[config.mk]
export PLATFORM = sky130hd
export DESIGN_NAME = wvm_div
export DESIGN_NICKNAME = d
export VERILOG_FILES = /design/src/hdl/wvm_pkg.sv /design/src/hdl/wvm_div.sv
export SDC_FILE = /design/constraint.sdc
export NUM_CORES = 1
export LEC_CHECK = 0
export BUFFER_PORTS_ARGS = -buffer_cell sky130_fd_sc_hd__buf_4
export CAP_MARGIN = 20
export CORE_ASPECT_RATIO = 1.5
export CORE_MARGIN = 1.5
export CORE_UTILIZATION = 51
export CTS_CLUSTER_DIAMETER = 200
export DETAILED_ROUTE_END_ITERATION = 8
export PLACE_DENSITY = 0.78
export SLEW_MARGIN = 10
export SYNTH_ARGS = -nofsm -noshare
export SYNTH_HDL_FRONTEND = slang
export SYNTH_SLANG_ARGS = --single-unit
[constraint.sdc]
create_clock -name clk -period 3.2 [get_ports clk]
set_input_delay 0.48 -clock clk [delete_from_list [all_inputs] [get_ports clk]]
set_output_delay 0.48 -clock clk [all_outputs]
set_load 0.01 [all_outputs]
[src/hdl/wvm_pkg.sv]
// Shared constants for the windowed vector mean block.
// No dependencies.
`timescale 1ns / 1ps

package wvm_pkg;

  localparam int DEPTH_DEF    = 64;
  localparam int SAMPLE_W_DEF = 24;
  localparam int ACTION_W     = 2;
  localparam int LEN_W        = 7;
  localparam int MEAN_W       = 24;
  localparam int AXES         = 3;

  localparam logic [ACTION_W-1:0] ACT_STORE = 2'd0;
  localparam logic [ACTION_W-1:0] ACT_MEAN  = 2'd1;
  localparam logic [ACTION_W-1:0] ACT_CLEAR = 2'd2;

endpackage

[src/hdl/wvm_div.sv]
// Three-lane signed-by-unsigned divider, one quotient bit per cycle, shared control.
// Truncates toward zero. Depends on wvm_pkg.
`timescale 1ns / 1ps

module wvm_div #(
  parameter int DW = 31,
  parameter int VW = 7
) (
  input  logic                                clk,
  input  logic                                rst_n,
  input  logic                                start,
  input  logic [wvm_pkg::AXES-1:0][DW-1:0]    dividend,
  input  logic [VW-1:0]                       divisor,
  output logic                                done,
  output logic [wvm_pkg::AXES-1:0][DW-1:0]    quotient
);

  localparam int CNTW = $clog2(DW + 1);

  logic                                busy_r;
  logic                                done_r;
  logic [CNTW-1:0]                     cnt_r;
  logic [VW-1:0]                       dsr_r;
  logic [wvm_pkg::AXES-1:0]            neg_r;
  logic [wvm_pkg::AXES-1:0][VW-1:0]    rem_r;
  logic [wvm_pkg::AXES-1:0][DW-1:0]    quo_r;
  logic [wvm_pkg::AXES-1:0][VW-1:0]    rem_nxt;
  logic [wvm_pkg::AXES-1:0][DW-1:0]    quo_nxt;

  always_comb begin
    logic [VW:0] shifted;
    logic [VW:0] diff;
    for (int k = 0; k < wvm_pkg::AXES; k++) begin
      shifted    = {rem_r[k], quo_r[k][DW-1]};
      diff       = shifted - {1'b0, dsr_r};
      if (shifted >= {1'b0, dsr_r}) begin
        rem_nxt[k] = diff[VW-1:0];
        quo_nxt[k] = {quo_r[k][DW-2:0], 1'b1};
      end else begin
        rem_nxt[k] = shifted[VW-1:0];
        quo_nxt[k] = {quo_r[k][DW-2:0], 1'b0};
      end
    end
  end

  always_ff @(posedge clk) begin
    if (!rst_n) begin
      busy_r <= 1'b0;
      done_r <= 1'b0;
      cnt_r  <= '0;
    end else begin
      done_r <= 1'b0;
      if (start) begin
        busy_r <= 1'b1;
        cnt_r  <= CNTW'(DW);
      end else if (busy_r) begin
        cnt_r <= cnt_r - 1'b1;
        if (cnt_r == CNTW'(1)) begin
          busy_r <= 1'b0;
          done_r <= 1'b1;
        end
      end
    end
  end

  // Datapath: magnitudes shift through quo_r, sign restored at the output
  always_ff @(posedge clk) begin
    if (start) begin
      dsr_r <= divisor;
      for (int k = 0; k < wvm_pkg::AXES; k++) begin
        neg_r[k] <= dividend[k][DW-1];
        rem_r[k] <= '0;
        quo_r[k] <= dividend[k][DW-1] ? (~dividend[k] + 1'b1) : dividend[k];
      end
    end else if (busy_r) begin
      rem_r <= rem_nxt;
      quo_r <= quo_nxt;
    end
  end

  always_comb begin
    for (int k = 0; k < wvm_pkg::AXES; k++) begin
      quotient[k] = neg_r[k] ? (~quo_r[k] + 1'b1) : quo_r[k];
    end
  end

  assign done = done_r;

endmodule

======== Word level (Yosys, flattened, before mapping) ========
Cells that the tools add are included.
cells by class
  equality and inequality tests ........... 1
  div/mod/pow operators ................... 0
  reductions and logical operators ........ 2
  multipliers ............................. 0
  bitwise logic cells ..................... 8
  order comparisons ....................... 3
  add/sub/neg operators ................... 10
  mux-type cells .......................... 20
  shift-type cells ........................ 0
operator list
  kind                                               number
  adder 31 x 1 -> 31 bit (second input constant)     6
  2-to-1 mux 31 bit                                  6
  2-to-1 mux 93 bit                                  2
  NOT 31 bit                                         6
  >= comparator 8 x 7 -> 1 bit                       3
  2-to-1 mux 7 bit                                   3
  subtractor 7 bit                                   3
  2-to-1 mux 5 bit                                   2
  2-to-1 mux 1 bit                                   7
  == test 5 x 1 -> 1 bit (second input constant)     1
  subtractor 5 x 1 -> 5 bit (second input constant)  1
  OR reduction 3 bit                                 1
  NOT 1 bit                                          2
  nonzero test 2 bit                                 1
word-level totals
  bits in writable memories ............... 0
  register bits ........................... 131
  input bits .............................. 103
  memories ................................ 0
  latch bits .............................. 0
  memory bits (read-only) ................. 0
  output and inout bits ................... 94

======== Longest topological paths before layout ========
Gate-level depths: netlist of the first run.
  depth after elaboration ................. 4
  mapped depth ............................ 9
  depth with buffers taken out ............ 8

======== Worst setup path after synthesis of the first run ========
No wires, ideal clock.
  kind .................................... input -> register
  start ................................... input port start
  end ..................................... register rem_r[14] (netlist bit)
  cell stages on the path ................. 4
  arrival time ............................ 2.967 ns
  buffers on the path ..................... 1
  library setup time ...................... 0.239 ns
  required time ........................... 2.961 ns
  setup slack ............................. -0.005 ns
  path through ............................ clkbuf_1 -> nor2_1 -> inv_1 -> o32ai_1
RTL lines
  what                  RTL line       text
  from (decl)           wvm_div.sv:11  input logic start,
  to (signal assigned)  wvm_div.sv:76  rem_r <= rem_nxt;
  to (decl)             wvm_div.sv:25  logic [wvm_pkg::AXES-1:0][VW-1:0] rem_r;

==> metrics.txt, run 1 <==
Routed Wire Length 26.6 mm; post-synthesis sequential area ratio 36.2%; CTS tree built; DIE WIDTH 118 um; DR DRC count 0; FFs w/ async S/R, synth 0%; TritonCTS Buffers 17; layout cells sized above 1 24.4%; initial drt markers 483; Largest delay share family, worst path simple AND/OR/NAND/NOR gates; DR vias 9207; Leakage 4.79 nW; fin. max-slew vios 0; Post-DP Area 11800 um2; clock root cell clkbuf_16; core area 19200 um2; Ys Warns 0; n_diodes 0; hold slack around 230 ps; Power Density 473 nW/um2; Critical Path AT 2720 ps; violated checks setup timing; status finished with violations; critical path class flop to output pin; final hold vios 0; clk buf depth 2; GRT Total Usage between 20 and 30%; FP Rows just over 60; I/O Pins 197; vias in the first global route 8782; Synth Net Count ~1.3k; post-DR vias/cell around 5.8; final cell count without fillers 1575; Post-synth EDFFs 103; H-tree levels 4; Synth Instances 1123; VDD IR-drop max 0.000392 V; max incr delay on CP 580 ps; crit path max fanout 4; critical path's slowest cell or4_4; Final nets ~1.4k; GRT overflow 0; PortBufs 196; drt pass-1 iters 7; Clk Latency, worst-skew pair 420 ps; Worst setup SP type flop; CP bufs+invs 1; CP required 2720 ps; Final WS setup -1.36 ps; DRT antenna net count 0; GPL Wtd Cong 0.881; synthesis-to-layout area growth 25.5%; Final period util 100%; CTS Hold Bufs 0; Fmax roughly 310 MHz; total power 5.99 mW; global-route wire length before repair 41.8 mm; clock-pin slew on the worst setup and hold paths 60 ps; CP cell instances or4_4, or4_4, or3b_4, o21ai_4, xnor2_2, buf_4; Setup Viol. Count Final 1; pin count of the biggest net entering global routing 86; Setup crit end kind output pin; Die Ht 175 um; Rel. slew slack 26.6%; Core Util, Final 65.8%; Final Skew 9.22 ps; unique cell type count in the Yosys netlist 66; Post-DP HPWL 19.5 mm; top_reg_cell synth edfxtp_1; CP dominant cell by count or4_4; Yosys reg bits 131; Least-Margin Pin Slew 1100 ps; Wirelength per Cell 16.9 um; placed insts around 1.5k; Mapped Area 10100 um2; worst min path class input port to flop; die area slightly above 20000 um2; post-route design area between 10000 and 15000 um2; Final min period between 3000 and 4000 ps; RSZ-0062 raised after global routing true; clock sinks 131; Starting Density 52.5%; initial antenna violation count 0; register-to-register setup slack 440 ps; syn_area_per_cell 8.99 um2; max_cap viols 0
per-stage QoR:
step           worst slack [ps]  TNS [ps]
5_1_grt                   -56.0      -190
3_3_place_gp                315         0
2_1_floorplan               225         0
3_5_place_dp                333         0
6_report                  -1.36     -1.36
4_1_cts                   -4.80     -4.80
flip-flops by register name (all words and copies together) (netlist names):
name	cells
busy_r	1
quo_r	93
done	1
dsr_r	7
rem_r	21
neg_r	3
cnt_r	5
final timing paths:
check	to	startpoint	cells after the start
max	quotient[30]	quo_r[22]$_DFFE_PP_	6
min	dsr_r[6]$_DFFE_PP_	divisor[6]	1
max reg2reg	rem_r[7]$_SDFFE_PP0P_	dsr_r[0]$_DFFE_PP_	7
min reg2reg	rem_r[20]$_SDFFE_PP0P_	rem_r[20]$_SDFFE_PP0P_	1
metal layers:
layer  up-vias  part of all wire (%)  GRT usage, %
li1       4482                     -             -
met1      4340                    39          28.3
met2       313                    52          45.9
met3        72                   5.0          3.60
met4         0                   4.0          12.9
met5         -                     0             0
power breakdown:
group          switching (mW)  internal [mW]
Combinational           0.826          0.824
Sequential              0.240           2.06
Clock                   0.746           1.29
Yosys cell counts, types with 4 or more instances:
library cell  number  area share [%]
nor2_1           120             4.5
xnor2_1          110             9.5
edfxtp_1         103              31
a21oi_1           89             4.4
nand2_1           86             3.2
xor2_1            72             6.2
o21ai_0           65             3.2
o31ai_1           51             3.8
clkbuf_1          45             1.7
inv_1             39             1.5
ha_1              29             3.6
dfxtp_1           28             5.6
o41ai_1           27             2.3
nor3_1            26             1.3
or4_1             22             1.6
nand3_1           20            0.99
mux2_2            18             2.0
or3_1             18             1.1
nand2b_1          13            0.81
nor4_1            11            0.68
mux2i_1           10            0.99
o211ai_1          10            0.74
o41ai_2            9             1.5
or2_2              9            0.56
nand4_1            8            0.50
nor2b_1            7            0.43
nor3b_1            6            0.45
buf_1              5            0.19
a211oi_1           4            0.30
nand3b_1           4            0.30
cell families after synthesis:
group / share of synthesized area [%]
AO/OA/AOI/OAI: 18.7
XOR/XNOR: 15.8
adder cells (fa/ha/maj): 4.19
buffers and inverters: 3.74
flip-flops: 36.2
multiplexers: 3.00
AND/OR/NAND/NOR: 18.3
what timing repair did:
| action | CTS | global route |
|---|---|---|
| setup endpoints to repair | 13 | 23 |
| setup buffers | 3 | 6 |
| gates resized for setup | 8 | 24 |
| pin swaps | 1 | 3 |
| cloned | 0 | 0 |
worst register-to-register path: cells and delay by family, from the launching register on:
family	cells	cell delay (ps)
multiplexers	1	400
AO/OA/AOI/OAI	3	940
flip-flops	1	470
AND/OR/NAND/NOR	1	170
adder cells (fa/ha/maj)	2	690
cell type report:
type,instances,area (um2)
clock buffers,17,425
clock inverters,14,188
fillers,1624,6570
inverters,39,150
multi-input cells,897,6240
flip-flops and latches,131,3650
well taps,256,320
repair buffers,221,1690
layout by cell type, fill, tap and decap left out, drive strengths merged, types with 4 or more instances in the layout:
| cell | netlist | routed |
|---|---|---|
| a211oi | 4 | 4 |
| a21oi | 89 | 89 |
| buf | 11 | 221 |
| bufinv | 0 | 4 |
| clkbuf | 45 | 17 |
| clkinv | 0 | 4 |
| clkinvlp | 0 | 6 |
| dfxtp | 28 | 28 |
| edfxtp | 103 | 103 |
| ha | 29 | 29 |
| inv | 39 | 39 |
| mux2 | 18 | 18 |
| mux2i | 10 | 10 |
| nand2 | 86 | 86 |
| nand2b | 13 | 13 |
| nand3 | 20 | 20 |
| nand3b | 4 | 4 |
| nand4 | 9 | 9 |
| nor2 | 120 | 120 |
| nor2b | 7 | 7 |
| nor3 | 27 | 27 |
| nor3b | 6 | 6 |
| nor4 | 14 | 14 |
| o211ai | 10 | 10 |
| o21ai | 68 | 68 |
| o31ai | 51 | 51 |
| o41ai | 36 | 36 |
| or2 | 9 | 9 |
| or3 | 19 | 19 |
| or4 | 23 | 23 |
| xnor2 | 110 | 110 |
| xor2 | 72 | 72 |
(Power assumes the default switching activity.)
==> run 2: changes to the inputs <==
--- a/config.mk
+++ b/config.mk
@@ -13,6 +13,7 @@
 export CTS_CLUSTER_DIAMETER = 200
 export DETAILED_ROUTE_END_ITERATION = 8
 export PLACE_DENSITY = 0.78
+export SKIP_LAST_GASP = 1
 export SLEW_MARGIN = 10
 export SYNTH_ARGS = -nofsm -noshare
 export SYNTH_HDL_FRONTEND = slang
==> run 2 against run 1 <==
Utilization is essentially flat. The run now ends clean. Clock-buffer cell count unchanged. Global-route usage about the same. Worst setup slack improved by 6.1 ps. Critical path depth did not move. Fmax increased by 0.19%. Largest cell class unchanged. Sequential cell count did not move. Critical endpoint unchanged. Clock power barely moved.
==> metrics.txt, run 2 (synthesized netlist as in run 1, its figures left out) <==
status completed; n_diodes 0; GPL Wtd Cong 0.881; commonest non-fill, non-tap cell in the layout buf_4; fill count 1623; DR DRC count 0; placed insts 1535; vias in the first global route between 8k and 9k; Wirelength per Cell 16.8 um; Final Skew 7.83 ps; Die Ht 175 um; H-tree levels 4; setup tns final 0 ps; Final min period 3200 ps; TritonCTS Buffers 17; core area 19200 um2; Critical Path AT 2720 ps; Least-Margin Pin Slew 1090 ps; Core Util, Final 65.8%; drt pass-1 iters 7; clk buf depth 2; initial drt markers 553; crit path max fanout 4; most frequent cells in the layout 218 x buf_4, 119 x nor2_1, 108 x xnor2_1, 103 x edfxtp_1, 89 x a21oi_1; Fmax 313 MHz; Post-DP HPWL 19.5 mm; FP Rows 62; CTS tree built; CP required ~2700 ps; Setup crit end kind output pin; final hold vios 0; DIE WIDTH 118 um; Routed Wire Length 26.5 mm; Top reg by flops quo_r; Rel. slew slack 27.0%; fin. max-slew vios 0; Final period util about 100%; top flop regs quo_r (93), rem_r (21), dsr_r (7); pre-CTS setup slack 333 ps; VDD IR-drop max slightly below 0.0004 V; Leakage 4.79 nW; Final WS setup around 4.7 ps; Starting Density 52.5%; initial antenna violation count 0; post-DR vias/cell roughly 5.8; PortBufs about 200; clock-pin slew on the worst setup and hold paths 60 ps; final cell count without fillers 1575; Setup Viol. Count Final 0; WHS Path Cells 1; Final nets about 1.4k; I/O Pins 197; reg2reg path depth 7; Power Density between 400 and 500 nW/um2; DR vias 9198; worst min path class input port to flop; Clk Latency, worst-skew pair 420 ps; Worst setup SP type flop; layout cells sized above 1 24.3%; global-route wire length before repair about 42 mm; clock sinks 131; DRT antenna net count 0; GRT overflow 0; die area 20700 um2; max_cap viols 0; Post-DP Area 11800 um2; clock root cell clkbuf_16; hold slack 234 ps; synthesis-to-layout area growth 25.4%; Largest register FFs a little over 90; critical path class flop to output pin; GRT Total Usage 25.1%; RSZ-0062 raised after global routing true; total power 5.98 mW; CTS Hold Bufs 0; post-route design area ~13000 um2; pin count of the biggest net entering global routing 86
-- run 2: cell counts in the layout (fill, tap and decap cells not counted) --
Identical to the previous run, type by type.
-- run 2: cell type report --
class	instances	area (um2)	area share, %
Clock buffer	17	425	3.36
Clock inverter	14	188	1.48
Inverter	39	150	1.19
Multi-Input combinational cell	897	6230	49.2
Sequential cell	131	3650	28.9
Tap cell	256	320	2.53
Timing Repair Buffer	221	1690	13.3
-- run 2: path summary, 6_finish.rpt --
kind / from / slack, ps / to
max: quo_r[22]$_DFFE_PP_ / 5 / quotient[30]
min: divisor[6] / 230 / dsr_r[6]$_DFFE_PP_
max reg2reg: dsr_r[0]$_DFFE_PP_ / 420 / rem_r[7]$_SDFFE_PP0P_
min reg2reg: rem_r[20]$_SDFFE_PP0P_ / 470 / rem_r[20]$_SDFFE_PP0P_
-- run 2: routing by layer --
metal	part of all wire, %	vias up	GRT usage, %
met5	0	-	0
met1	39	4339	28.3
met3	4.2	73	3.12
li1	-	4487	-
met4	4.0	0	13.2
met2	53	299	46.1
-- run 2: critical path, cell delays in order (launching register included) --
cell,delay (ps)
edfxtp_1,400
or4_4,580
or4_4,430
or3b_4,420
o21ai_4,150
xnor2_2,150
buf_4,160
-- run 2: repair_timing --
action	in CTS	in global routing
setup buffers	3	6
pin swaps	1	3
hold endpoints to repair	0	0
setup endpoints to repair	13	23
resized for setup	6	24
-- run 2: report_power, final --
group          internal (mW)  switching (mW)
clock                   1.29           0.746
combinational          0.823           0.825
sequential              2.06           0.238
total                   4.17            1.81
